File: src/sv/shbf_pkg.sv
// ----------------------------------------------------------------------------
// shbf_pkg
// shared types and constants of the shifted harmonic bond force core
// ----------------------------------------------------------------------------
package shbf_pkg;

  localparam int DEF_NUM_BOND_TYPES = 2;
  localparam int SQRT_STEPS         = 32;
  localparam int DIV_STEPS          = 48;
  localparam int CFG_IDX_W          = 3;

  typedef enum logic [CFG_IDX_W-1:0] {
    REG_K0  = 3'd0,
    REG_R00 = 3'd1,
    REG_R10 = 3'd2,
    REG_K1  = 3'd3,
    REG_R01 = 3'd4,
    REG_R11 = 3'd5
  } cfg_reg_t;

  // running state of the square root chain
  typedef struct packed {
    logic [63:0] v;
    logic [63:0] res;
  } sqrt_st_t;

  // bond data carried alongside the square root chain
  typedef struct packed {
    logic [2:0][31:0] dmag;
    logic [2:0]       dneg;
    logic [31:0]      k;
    logic [31:0]      r0;
    logic [63:0]      ssq;
    logic             we;
  } sqrt_side_t;

  // running state of one divider lane
  typedef struct packed {
    logic [31:0] rem;
    logic [47:0] bits;
    logic [47:0] q;
  } div_st_t;

  // bond data carried alongside the divider chain
  typedef struct packed {
    logic [31:0] r;
    logic [2:0]  fneg;
    logic [2:0]  big;
    logic        rzero;
    logic [62:0] emag;
    logic        eneg;
    logic        we;
  } div_side_t;

endpackage

File: src/sv/shbf_sqrt_cell.sv
// ----------------------------------------------------------------------------
// shbf_sqrt_cell
// one digit step of the integer square root chain
// ----------------------------------------------------------------------------
module shbf_sqrt_cell import shbf_pkg::*; #(
  parameter int STEP = 0
) (
  input  logic       clk,
  input  logic       rst_n,
  input  logic       en,
  input  logic       in_valid,
  input  sqrt_st_t   in_st,
  input  sqrt_side_t in_side,
  output logic       out_valid_r,
  output sqrt_st_t   out_st_r,
  output sqrt_side_t out_side_r
);

  localparam logic [63:0] BIT = 64'd1 << (62 - 2 * STEP);

  logic [63:0] trial;
  sqrt_st_t    st_nxt;

  always_comb begin
    trial = in_st.res + BIT;
    if (in_st.v >= trial) begin
      st_nxt.v   = in_st.v - trial;
      st_nxt.res = (in_st.res >> 1) + BIT;
    end else begin
      st_nxt.v   = in_st.v;
      st_nxt.res = in_st.res >> 1;
    end
  end

  always_ff @(posedge clk) begin
    if (!rst_n) begin
      out_valid_r <= 1'b0;
    end else if (en) begin
      out_valid_r <= in_valid;
    end
  end

  always_ff @(posedge clk) begin
    if (en) begin
      out_st_r   <= st_nxt;
      out_side_r <= in_side;
    end
  end

endmodule

File: config.mk
export PLATFORM = sky130hd
export DESIGN_NAME = shbf_sqrt_cell
export DESIGN_NICKNAME = d
export VERILOG_FILES = /design/src/sv/shbf_pkg.sv /design/src/sv/shbf_sqrt_cell.sv
export SDC_FILE = /design/constraint.sdc
export NUM_CORES = 1
export LEC_CHECK = 0
export BUFFER_PORTS_ARGS = -buffer_cell sky130_fd_sc_hd__buf_2
export CAP_MARGIN = 20
export CELL_PAD_IN_SITES_DETAIL_PLACEMENT = 0
export CELL_PAD_IN_SITES_GLOBAL_PLACEMENT = 1
export CORE_AREA = 8 8 275 277
export CTS_BUF_LIST = sky130_fd_sc_hd__clkbuf_4
export DETAILED_ROUTE_END_ITERATION = 7
export DIE_AREA = 0 0 283 285
export GPL_TIMING_DRIVEN = 1
export PLACE_DENSITY_LB_ADDON = 0.3
export SYNTH_ARGS = -nofsm -noshare
export SYNTH_HDL_FRONTEND = slang
export SYNTH_SLANG_ARGS = --single-unit
File: constraint.sdc
create_clock -name clk -period 4.7 [get_ports clk]
set_input_delay 0.94 -clock clk [delete_from_list [all_inputs] [get_ports clk]]
set_output_delay 0.94 -clock clk [all_outputs]
set_load 0.01 [all_outputs]
# After elaboration in Yosys (flattened, before gate mapping)
# Cells that the tools add are included.
classes:
  addsub: 3
  n_mul: 0
  div: 0
  n_lt_le_gt_ge: 1
  n_eq_ne: 0
  shift: 0
  mux: 1
  n_bitwise: 0
  n_reduce_logical: 0
ops:
  columns: ["operator", "count"]
  rows:
  - ["128-bit two-way mux", 1]
  - ["63-bit by 63-bit adder with 64-bit output, second input constant", 1]
  - ["64-bit by 63-bit adder with 64-bit output, second input constant", 1]
  - ["64-bit >= comparator", 1]
  - ["64-bit subtractor", 1]
totals:
  register_bits: 357
  latchBits: 0
  ramBits: 0
  romBits: 0
  inputBits: 360
  elab_cells: 17
  mem_count: 0

# Depth between registers and ports, before layout
logic_depth:
  ltp_word: 3
  mapped_depth: 15
  depth_no_buf: 13

# Worst setup path after synthesis
# OpenSTA, ideal clock, no wires.
synth_timing:
  path_type: "in2reg"
  from: "in in_st[64] (netlist name)"
  to: "reg out_st_r[126] (netlist name) (data pin)"
  setup_time_ns: 0.269
  arrival_ns: 3.250
  slack_ns: 1.182
  cell_stages: 14
  path_cell_list: "inv_1 -> ha_1 -> fa_1 -> nor2b_1 -> o21a_1 -> o211ai_2 -> a31o_2 -> nand2_2 -> a311oi_2 -> a31oi_4 -> nor2_4 -> buf_6 -> nor4bb_1 -> nor4_2"
synth_rtl:
  columns: ["item", "line", "rtl"]
  rows:
  - ["start: declaration", "shbf_sqrt_cell.sv:12", "input sqrt_st_t in_st,"]
  - ["end signal: assignment", "shbf_sqrt_cell.sv:45", "out_st_r <= st_nxt;"]
  - ["end: declaration", "shbf_sqrt_cell.sv:15", "output sqrt_st_t out_st_r,"]

==> results.cfg <==
[synth]
syn-cell-area_mm2 = 0.0156
postSynthCellCount = 1143
synth_xor_area_share_pct = 3.25
yosys_warnings = 0
avgSynthCellArea_um2 = 13.7
synth_top_area_share_pct = 68.5
synth_top_family_by_area = compound AO/OA/AOI/OAI gates
synth_adder_area_share_pct = 5.26
seq_area_frac_synth_pct = 68.6
synth_ff_type = edfxtp_1
syn_nets = 1568
ys_types = 65
synth_seq_cells = 357
synthMuxAreaShare_pct = 0.489
synth_edf_count = 356
async_flop_share_pct = 0
yosys.area_share.simple_pct = 7.26
synth_top_area_cell = edfxtp_1
yosys-top-cells-area = edfxtp_1 (68%), ha_1 (5.1%), o21ai_0 (2.8%), a21oi_1 (2.8%), nand2_1 (2.5%)
synth-compound-area-share_pct = 12.1

[power]
leakage_nw = 9.54
ir_drop_v = 0.000190
powerDensity_mw_per_mm2 = 389

[global_routing]
grt_pass1_wl_mm = 104
track_usage_pct = 17.9
antenna_found_initial = 31
grt_overflow = 0
grt_start_max_net_pins = 108
grt_pass1_vias = 13514

[timing]
slew-limit-headroom_pct = 36.8
slew_viol_final = 0
whs_ns = 0.270
tightest_slew_ns = 0.949
period_minus_slack_ns = 3.51
hold_viol = 0
fmaxAchievable_mhz = 285
period_share_pct = 74.7
tns_ns = 0
rsz0062_at_grt = no
setup_viol = 0
skew_ns = 0

[final_layout]
nets = 2368
area_growth_pct = 39.0
drive_gt1_share_pct = 45.4

[worst_hold_path]
hold_path_depth = 1
min_to = out_side_r[163]$_DFFE_PP_
min_from = in_side[163]
hold_class = input pin to register

[placed_design]
dp_hpwl_mm = 62.3
finalWeightedCongestion = 0.901
port_buffers = 716

[detailed_routing]
drc = 0
wire_per_inst_um = 25.2
final_antenna_net_count = 0
vias = 13013
drt_pass1_iterations = 5
viasPerCell = 4.37
wirelength_mm = 75.1
drt_iter0_markers = 794

[die]
die_h_um = 285
fp-row-count = 98
io_pins = 717
coreArea_mm2 = 0.0710
die_w_um = 283
dieArea_mm2 = 0.0807
initial_utilization_pct = 22.0

[clock_network]
cts_buffers = 101
cts_hold_buf = 0
post_cts_buffers = 0
clk_latency_ns = 0.80
cts.path.max_buffers = 3
cts_sinks = 357
ctsResizeCount = 0
root_buffer = clkbuf_4
cts.reportedPaths.clkPinSlew_ns = 0.07
htree_levels = 3
cts_tree = built

[worst_setup_path]
cp-end-kind = register
timing.rr.start = out_valid_r$_SDFFE_PN0P_
rr_worst_depth = 2
cp_max_fo = 5
cp-start-kind = input pin
worstPathRequired_ns = 5.27
r2r_setup_slack_ns = 4.11
reg2reg_to = out_valid_r$_SDFFE_PN0P_
critPathKind = input pin to register
arrival_ns = 4.08

[flow_run]
maxCapViolations = 0

[status]
outcome = complete, no violations
-- power breakdown --
part	leakage [nW]	internal [mW]	switching, mW
Combinational	5.28	0.599	1.00
Clock	0.769	1.49	1.41
Sequential	3.49	3.86	0.0860
Total	9.54	5.94	2.50
-- placed cells by master (no fill, tap or decap), drive strengths merged, types with 24 or more instances in the layout --
cell type / Yosys / layout
clkbuf: 20 / 153
a21oi: 86 / 86
edfxtp: 356 / 356
nand2: 107 / 107
inv: 80 / 83
o21ai: 93 / 93
xor2: 25 / 25
nand4: 24 / 24
a21o: 45 / 45
buf: 17 / 734
ha: 64 / 64
xnor2: 33 / 33
nor2: 38 / 38
-- cell type report --
class,instances,area (µm²)
clock buffer,153,1150
timing repair buffer,734,3780
antenna,10,25.0
sequential,357,10700
tap,950,1190
multi-input combinational,669,4420
inverter,80,300
fill,7433,49300
clock inverter,24,128
-- registers in the layout (all words and copies together) (netlist names) --
register and count:
out_st_r 128, out_valid_r 1, out_side_r 228
-- worst max-delay path by stage --
stage,endpoint,slack [ns],start
6_report,out_st_r[122]$_DFFE_PP_,1.19,in_st[64]
5_1_grt,out_st_r[114]$_DFFE_PP_,1.05,in_st[14]
4_1_cts,out_st_r[67]$_DFFE_PP_,1.25,in_st[30]
3_5_place_dp,out_st_r[67]$_DFFE_PP_,0.34,in_st[30]
3_3_place_gp,out_st_r[67]$_DFFE_PP_,0.31,in_st[30]
2_1_floorplan,out_st_r[126]$_DFFE_PP_,1.18,in_st[64]
-- critical path, stage by stage --
cell and delay [ns]:
buf_2 0.10, inv_1 0.06, ha_1 0.19, fa_1 0.24, nor2b_1 0.06, o21a_1 0.19, o211ai_2 0.19, a31o_2 0.21
nand3b_1 0.13, a21oi_1 0.76, o21ai_0 0.33, o2111ai_1 0.29, nor4bb_1 0.28, nor3_1 0.09
-- synth_stat cells (all sizes together) (4+ instances only) --
cell type and count:
xnor2 33, and4 4, ha 64, nand2 107, nand2b 4, nor4 4, a21boi 5, mux2 5
a21o 45, o21ai 93, inv 80, nor2 38, a31oi 8, o21bai 21, nand3 9, a21oi 86
o21a 9, a211oi 4, nand4 24, o211ai 7, buf 17, clkbuf 20, xor2 25, edfxtp 356
nor3 15, nor2b 9
-- routing by layer --
layer	GRT usage, %	vias up	part of all wire (%)
li1	-	5974	-
met1	18.8	6308	36
met2	33.6	571	54
met3	6.21	138	8.0
met4	4.63	22	2.2
met5	0	-	0.18
-- logic make-up after synthesis --
group | count (synthesis)
adder cells (fa/ha/maj) | 65
multiplexers | 7
flip-flops | 357
AND/OR/NAND/NOR | 236
XOR/XNOR | 58
buffers and inverters | 117
AO/OA/AOI/OAI | 303
-- through the flow --
step	power (mW)	cells	cell area [µm²]	util, %	worst slack, ns
floorplan	4.74	1143	15600	-	1.18
CTS	8.65	2967	21700	30.5	1.25
global placement	5.64	2790	20400	28.7	0.305
global route	8.91	2970	21700	30.5	1.05
finish	8.44	2977	21700	30.6	1.19
detailed placement	5.64	2790	20400	28.7	0.336
No activity file was read; power rests on OpenSTA's default activity.
