[config.mk]
export PLATFORM = sky130hd
export DESIGN_NAME = shbf_div_cell
export DESIGN_NICKNAME = d
export VERILOG_FILES = /design/src/sv/shbf_pkg.sv /design/src/sv/shbf_div_cell.sv
export SDC_FILE = /design/constraint.sdc
export NUM_CORES = 1
export LEC_CHECK = 0
export BUFFER_PORTS_ARGS = -buffer_cell sky130_fd_sc_hd__buf_2
export CORE_AREA = 2 2 385 387
export CTS_BUF_LIST = sky130_fd_sc_hd__clkbuf_8
export DETAILED_ROUTE_END_ITERATION = 16
export DIE_AREA = 0 0 387 389
export HOLD_SLACK_MARGIN = 0.05
export PLACE_DENSITY = 0.34
export SYNTH_ARGS = -nofsm -noshare
export SYNTH_HDL_FRONTEND = slang
export SYNTH_SLANG_ARGS = --single-unit
[constraint.sdc]
create_clock -name clk -period 3.4 [get_ports clk]
set_input_delay 0.34 -clock clk [delete_from_list [all_inputs] [get_ports clk]]
set_output_delay 0.34 -clock clk [all_outputs]
set_load 0.1 [all_outputs]
[src/sv/shbf_pkg.sv]
// ----------------------------------------------------------------------------
// shbf_pkg
// shared types and constants of the shifted harmonic bond force core
// ----------------------------------------------------------------------------
package shbf_pkg;

  localparam int DEF_NUM_BOND_TYPES = 2;
  localparam int SQRT_STEPS         = 32;
  localparam int DIV_STEPS          = 48;
  localparam int CFG_IDX_W          = 3;

  typedef enum logic [CFG_IDX_W-1:0] {
    REG_K0  = 3'd0,
    REG_R00 = 3'd1,
    REG_R10 = 3'd2,
    REG_K1  = 3'd3,
    REG_R01 = 3'd4,
    REG_R11 = 3'd5
  } cfg_reg_t;

  // running state of the square root chain
  typedef struct packed {
    logic [63:0] v;
    logic [63:0] res;
  } sqrt_st_t;

  // bond data carried alongside the square root chain
  typedef struct packed {
    logic [2:0][31:0] dmag;
    logic [2:0]       dneg;
    logic [31:0]      k;
    logic [31:0]      r0;
    logic [63:0]      ssq;
    logic             we;
  } sqrt_side_t;

  // running state of one divider lane
  typedef struct packed {
    logic [31:0] rem;
    logic [47:0] bits;
    logic [47:0] q;
  } div_st_t;

  // bond data carried alongside the divider chain
  typedef struct packed {
    logic [31:0] r;
    logic [2:0]  fneg;
    logic [2:0]  big;
    logic        rzero;
    logic [62:0] emag;
    logic        eneg;
    logic        we;
  } div_side_t;

endpackage

[src/sv/shbf_div_cell.sv]
// ----------------------------------------------------------------------------
// shbf_div_cell
// one quotient bit of the three force dividers
// ----------------------------------------------------------------------------
module shbf_div_cell import shbf_pkg::*; (
  input  logic           clk,
  input  logic           rst_n,
  input  logic           en,
  input  logic           in_valid,
  input  div_st_t [2:0]  in_st,
  input  div_side_t      in_side,
  output logic           out_valid_r,
  output div_st_t [2:0]  out_st_r,
  output div_side_t      out_side_r
);

  logic [32:0]   t [3];
  div_st_t [2:0] st_nxt;

  always_comb begin
    for (int a = 0; a < 3; a++) begin
      t[a] = {in_st[a].rem, in_st[a].bits[47]};
      st_nxt[a].bits = {in_st[a].bits[46:0], 1'b0};
      if (t[a] >= {1'b0, in_side.r}) begin
        st_nxt[a].rem = 32'(t[a] - {1'b0, in_side.r});
        st_nxt[a].q   = {in_st[a].q[46:0], 1'b1};
      end else begin
        st_nxt[a].rem = t[a][31:0];
        st_nxt[a].q   = {in_st[a].q[46:0], 1'b0};
      end
    end
  end

  always_ff @(posedge clk) begin
    if (!rst_n) begin
      out_valid_r <= 1'b0;
    end else if (en) begin
      out_valid_r <= in_valid;
    end
  end

  always_ff @(posedge clk) begin
    if (en) begin
      out_st_r   <= st_nxt;
      out_side_r <= in_side;
    end
  end

endmodule

## After elaboration in Yosys (flattened, before gate mapping)

Index checks and enable logic that the tools add are counted.
W data, S select, Z words.

| operators by class | value |
|---|---|
| add/sub/neg operators | 3 |
| magnitude comparators | 3 |
| mux-type cells | 6 |

Operator list:

| cell | number |
|---|---|
| $ge A33 B32 Y1 | 3 |
| $mux W32 | 3 |
| $sub A32 B32 Y32 | 3 |
| $mux W1 | 3 |

| storage, ports and cells | value |
|---|---|
| flip-flop bits (word level) | 486 |
| output and inout bits | 489 |

## Longest topological paths before layout

| logic depth | value |
|---|---|
| word-level depth | 2 |
| gate-level depth with buffers | 13 |

## Worst setup path after synthesis

No wires, ideal clock.

| timing | value |
|---|---|
| kind | in2reg |
| from | in in_side[75] in the netlist's numbering |
| to | reg out_st_r[106] in the netlist's numbering, data pin |
| library setup time | 0.260 ns |
| arrival | 2.536 ns |
| required time | 3.140 ns |
| setup slack | 0.604 ns |
| stages on the path | 11 |
| cell sequence | inv_1 > ha_1 > and3_1 > o21a_1 > o31a_1 > o31a_1 > a21bo_1 > o41ai_2 > inv_2 > buf_6 > mux2_4 |

RTL lines:

| what | line | text |
|---|---|---|
| from (decl) | shbf_div_cell.sv:11 | `input div_side_t in_side,` |
| to (signal assigned) | shbf_div_cell.sv:44 | `out_st_r <= st_nxt;` |
| to (decl) | shbf_div_cell.sv:13 | `output div_st_t [2:0] out_st_r,` |

==> tab_implementation.tex <==
\begin{tabular}{lr}
\hline
Metric & Value \\
\hline
\multicolumn{2}{l}{\textbf{Status}} \\
\quad Result of the run & completed \\
\multicolumn{2}{l}{\textbf{Clocking}} \\
\quad Clock sink total & 486 \\
\quad Clock Root Buffer & sky130\_fd\_sc\_hd\_\_clkbuf\_8 \\
\quad Count of instances resized after the clock tree is built & 0 \\
\quad Post-CTS Setup Bufs & 0 \\
\quad Hold-fix buffers at CTS & 484 \\
\quad H-tree lvl count & 3 \\
\quad Clock-pin slew reported for the worst setup and hold paths after clock tree synthesis & about 0.06 ns \\
\quad Number of buffers created by CTS & 98 \\
\quad Insertion delay to the later sink of the worst-skew pair & 0.77 ns \\
\quad Maximum buffer depth of the clock tree & 3 \\
\quad TritonCTS clock tree & built \\
\multicolumn{2}{l}{\textbf{Floorplanning}} \\
\quad Die H & 389 µm \\
\quad Die footprint & roughly 0.15 mm² \\
\quad I/O pin total & roughly 980 \\
\quad Width of the chip & 387 µm \\
\quad Number of rows in the core area & 141 \\
\quad Initial core utilization & 14.6\% \\
\quad Total core area & between 0.1 and 0.15 mm² \\
\multicolumn{2}{l}{\textbf{Synth}} \\
\quad Syn. warnings & 0 \\
\quad EDFF count, synth & 485 \\
\quad Fraction of the mapped netlist area in adder cells & 5.90\% \\
\quad Area fraction in and, or, nand and nor cells after synthesis & roughly 7.6\% \\
\quad Fraction of post-synthesis cell area in the top cell type by area & 68.1\% \\
\quad Proportion of register bits with asynchronous set or reset after synthesis & 0\% \\
\quad Number of instances in the synthesized netlist & 1,549 \\
\quad Total of flip-flops plus latches after synthesis & 486 \\
\quad Portion of the post-synthesis area used by sequential elements & 68.2\% \\
\quad Share of synthesized area spent on multiplexers & 0.960\% \\
\quad Fraction of the mapped netlist area in compound gates & 12.0\% \\
\quad Xor/xnor share of the synthesized area & under 10\% \\
\quad Per-instance average area after synthesis & between 10 and 15 µm² \\
\quad Total standard cell area after synthesis & 0.0214 mm² \\
\quad Top area cells in the synthesized netlist & sky130\_fd\_sc\_hd\_\_edfxtp\_1 68\%, sky130\_fd\_sc\_hd\_\_ha\_1 5.6\%, sky130\_fd\_sc\_hd\_\_a21oi\_1 3.0\%, sky130\_fd\_sc\_hd\_\_o21ai\_0 2.3\%, sky130\_fd\_sc\_hd\_\_nor2\_1 1.9\% \\
\quad Top flip-flop cell by instance count after synthesis & sky130\_fd\_sc\_hd\_\_edfxtp\_1 \\
\quad Dominant combinational cell family by area after synthesis & compound AO/OA/AOI/OAI gates \\
\quad Yosys top cell by area & sky130\_fd\_sc\_hd\_\_edfxtp\_1 \\
\quad Library cells used by synthesis & 76 \\
\multicolumn{2}{l}{\textbf{Global route}} \\
\quad Final global-route overflow total & 0 \\
\quad Antenna violations before repair & 92 \\
\quad Pin count of the biggest net entering global routing & 66 \\
\quad Wire length of the first global-routing pass & between 150,000 and 200,000 µm \\
\quad Via count of the first global-routing pass & approximately 21,000 \\
\quad Gr usage total & 18.5\% \\
\multicolumn{2}{l}{\textbf{Detailed routing}} \\
\quad Total via count after detailed routing & between 20,000 and 25,000 \\
\quad Count of TritonRoute iterations in the first routing pass & 5 \\
\quad Post-Route WL & 144,000 µm \\
\quad Residual antenna-violating net count after detailed routing & 0 \\
\quad Count of routing violations after the opening detailed-route iteration & 1,208 \\
\quad Avg WL per Cell & $\sim$27 µm \\
\quad Per-cell via count in the routed design & around 3.9 \\
\quad Residual DRC & 0 \\
\multicolumn{2}{l}{\textbf{Worst hold path}} \\
\quad Hold/Removal Path Class & in -> reg \\
\quad Hold path startpoint & in\_st[127] \\
\quad Endpoint with the worst hold slack & out\_st\_r[127] \\
\quad Cell depth of the worst hold path & 4 \\
\multicolumn{2}{l}{\textbf{Worst setup path}} \\
\quad Crit. Startpoint & in\_side[76] \\
\quad Kind of capture point of the worst setup path & flip-flop \\
\quad Crit-path max FO & 16 \\
\quad Startpoint of the worst register-to-register path & out\_valid\_r \\
\quad Slack of the worst reg-to-reg path & 2.25 ns \\
\quad Setup CP Type & in -> reg \\
\quad Critical R2R Capture & out\_valid\_r \\
\quad R2R cell count & 3 \\
\quad Type of element launching the critical path & primary input \\
\quad Arrival time at the worst endpoint & 3.81 ns \\
\quad Required @ worst endpoint & roughly 4 ns \\
\multicolumn{2}{l}{\textbf{Place}} \\
\quad Detail Placement HPWL & 121,000 µm \\
\quad Worst setup slack after placement & -0.0728 ns \\
\quad Placed instance count & 4,567 \\
\quad Number of buffers inserted by port buffering & a little under 1,000 \\
\quad Routability congestion estimate from global placement & between 0.8 and 0.9 \\
\multicolumn{2}{l}{\textbf{Layout}} \\
\quad Number of nets in the layout & roughly 3,800 \\
\quad Final standard cell utilization of the core & 25.1\% \\
\quad Synth-to-layout area growth & 71.9\% \\
\quad Layout cells sized above 1 & 39.6\% \\
\quad Final cell count without fillers & 5,248 \\
\multicolumn{2}{l}{\textbf{Pwr}} \\
\quad Switching power summed over all nets & 9380 µW \\
\quad Switching fraction of total power & 43.5\% \\
\quad Areal power density over the cells & 587 mW/mm² \\
\quad Internal power & 12,200 µW \\
\quad Part of the total power dissipated in the clock network & 28.6\% \\
\quad Static power due to leakage & around 0.016 µW \\
\quad Sequential power share & 34.8\% \\
\quad Part of the power in combinational logic & 36.6\% \\
\quad IR drop worst, VDD & around 260 µV \\
\multicolumn{2}{l}{\textbf{Timing}} \\
\quad Worst Setup Slack, final & 0.110 ns \\
\quad \# setup viols final & 0 \\
\quad Period utilisation layout & 96.8\% \\
\quad Slew Limit Fails & 0 \\
\quad Actual transition at the worst max-transition pin & 0.783 ns \\
\quad Max-slew headroom at the worst pin & 48.2\% \\
\quad Final worst clock skew & 0 ns \\
\quad Post-layout min period & 3.29 ns \\
\quad Timing-limited maximum frequency & 304 MHz \\
\quad Sum Neg Setup Slack & 0 ns \\
\quad RSZ-0062 raised after global routing & no \\
\quad Worst hold slack & $\sim$0.19 ns \\
\quad Count of final hold-check violations & 0 \\
\multicolumn{2}{l}{\textbf{Run}} \\
\quad Number of max-cap violations & 0 \\
\hline
\end{tabular}
## state kept, by name, summed over array words and instances, names as in the netlist
name and flops:
out_side_r 104, out_st_r 381, out_valid_r 1
## per-layer routing
layer  share of wire (%)  track usage [%]  up-vias
met5                0.11                0        -
met4                 2.9             5.32       30
met3                 7.1             5.79      202
met2                  49             32.0      836
met1                  41             22.0     9934
li1                    -                -     9287
## logic make-up after synthesis
kind of cell,Yosys count
AOI/OAI and AO/OA,405
xor gates and xnor gates,70
adders and majority gates,99
buffers and inverters,121
DFF,486
muxes,17
other,1
and+or+nand+nor,350
## synthesized netlist by cell type (all sizes together) (13+ instances only)
cell    number
inv         67
ha          96
a21oi      126
nand3       22
nand4       23
o21bai      13
nor3        20
a31oi       17
o31ai       14
nand2      106
xnor2       39
clkbuf      30
o21ai       99
o21a        17
edfxtp     485
a21o        44
mux2        13
nor2b       14
nor2       108
buf         24
xor2        31
## final cells by class
type | instances | area (µm²)
fill | 15700 | 110000
sequential | 486 | 14600
clock inverter | 69 | 499
multi-input combinational | 944 | 6290
antenna | 27 | 67.6
timing repair buffer | 1624 | 11300
inverter | 67 | 251
clock buffer | 101 | 1390
tap | 1930 | 2410
## through the flow
| stage | total power, µW | area [µm²] |
|---|---|---|
| 2_1_floorplan | 12800 | 21400 |
| 3_3_place_gp | 15100 | 30000 |
| 3_5_place_dp | 15100 | 30000 |
| 4_1_cts | 22000 | 36700 |
| 5_1_grt | 22500 | 36700 |
| 6_report | 21600 | 36800 |
## critical path, stage by stage
cell and delay, ns:
sky130_fd_sc_hd__dlygate4sd3_1 0.61, sky130_fd_sc_hd__buf_2 0.15, sky130_fd_sc_hd__inv_1 0.14, sky130_fd_sc_hd__ha_1 0.37, sky130_fd_sc_hd__nand4_1 0.15, sky130_fd_sc_hd__a21oi_1 0.28
sky130_fd_sc_hd__o31ai_2 0.16, sky130_fd_sc_hd__o31ai_4 0.40, sky130_fd_sc_hd__a21oi_1 0.21, sky130_fd_sc_hd__o31ai_4 0.33, sky130_fd_sc_hd__buf_4 0.30, sky130_fd_sc_hd__mux2_2 0.36
## power groups by stage
stage / logic, µW / registers [µW] / clock network (µW)
6_report: 7900 / 7500 / 6170
5_1_grt: 8210 / 7550 / 6720
4_1_cts: 8010 / 7510 / 6530
3_5_place_dp: 7440 / 7620 / 0
3_3_place_gp: 7450 / 7630 / 0
2_1_floorplan: 1160 / 11700 / 0
## cell usage in the layout (no fill, tap or decap), types with 6 or more instances in the layout
cell / n
sky130_fd_sc_hd__clkinv_1: 22
sky130_fd_sc_hd__or2_2: 6
sky130_fd_sc_hd__nor4_1: 6
sky130_fd_sc_hd__o31ai_1: 11
sky130_fd_sc_hd__xnor2_1: 39
sky130_fd_sc_hd__a41oi_1: 7
sky130_fd_sc_hd__clkbuf_8: 101
sky130_fd_sc_hd__and3_1: 10
sky130_fd_sc_hd__buf_4: 144
sky130_fd_sc_hd__nand2b_1: 12
sky130_fd_sc_hd__o31a_1: 8
sky130_fd_sc_hd__a211oi_1: 6
sky130_fd_sc_hd__diode_2: 27
sky130_fd_sc_hd__nor2_1: 108
sky130_fd_sc_hd__clkinv_2: 18
sky130_fd_sc_hd__mux2_2: 8
sky130_fd_sc_hd__dlygate4sd3_1: 484
sky130_fd_sc_hd__nor3_1: 20
sky130_fd_sc_hd__buf_12: 22
sky130_fd_sc_hd__nor2b_1: 14
sky130_fd_sc_hd__a31oi_1: 17
sky130_fd_sc_hd__and2_1: 6
sky130_fd_sc_hd__nand4_1: 23
sky130_fd_sc_hd__nand3_1: 22
sky130_fd_sc_hd__buf_2: 973
sky130_fd_sc_hd__inv_1: 83
sky130_fd_sc_hd__nand2_1: 106
sky130_fd_sc_hd__o21a_1: 17
sky130_fd_sc_hd__o21ai_0: 97
sky130_fd_sc_hd__edfxtp_1: 485
sky130_fd_sc_hd__ha_1: 96
sky130_fd_sc_hd__xor2_1: 31
sky130_fd_sc_hd__a21oi_1: 126
sky130_fd_sc_hd__o21bai_1: 13
sky130_fd_sc_hd__a21o_1: 44
## worst max path at each step
| stage | end | slack [ns] |
|---|---|---|
| 2_1_floorplan | out_st_r[106] | 0.60 |
| 3_3_place_gp | out_st_r[248] | -0.04 |
| 3_5_place_dp | out_st_r[248] | -0.07 |
| 4_1_cts | out_st_r[248] | 0.20 |
| 5_1_grt | out_st_r[248] | 0.04 |
| 6_report | out_st_r[248] | 0.11 |
Note: power is estimated with default switching activity, not from simulation.
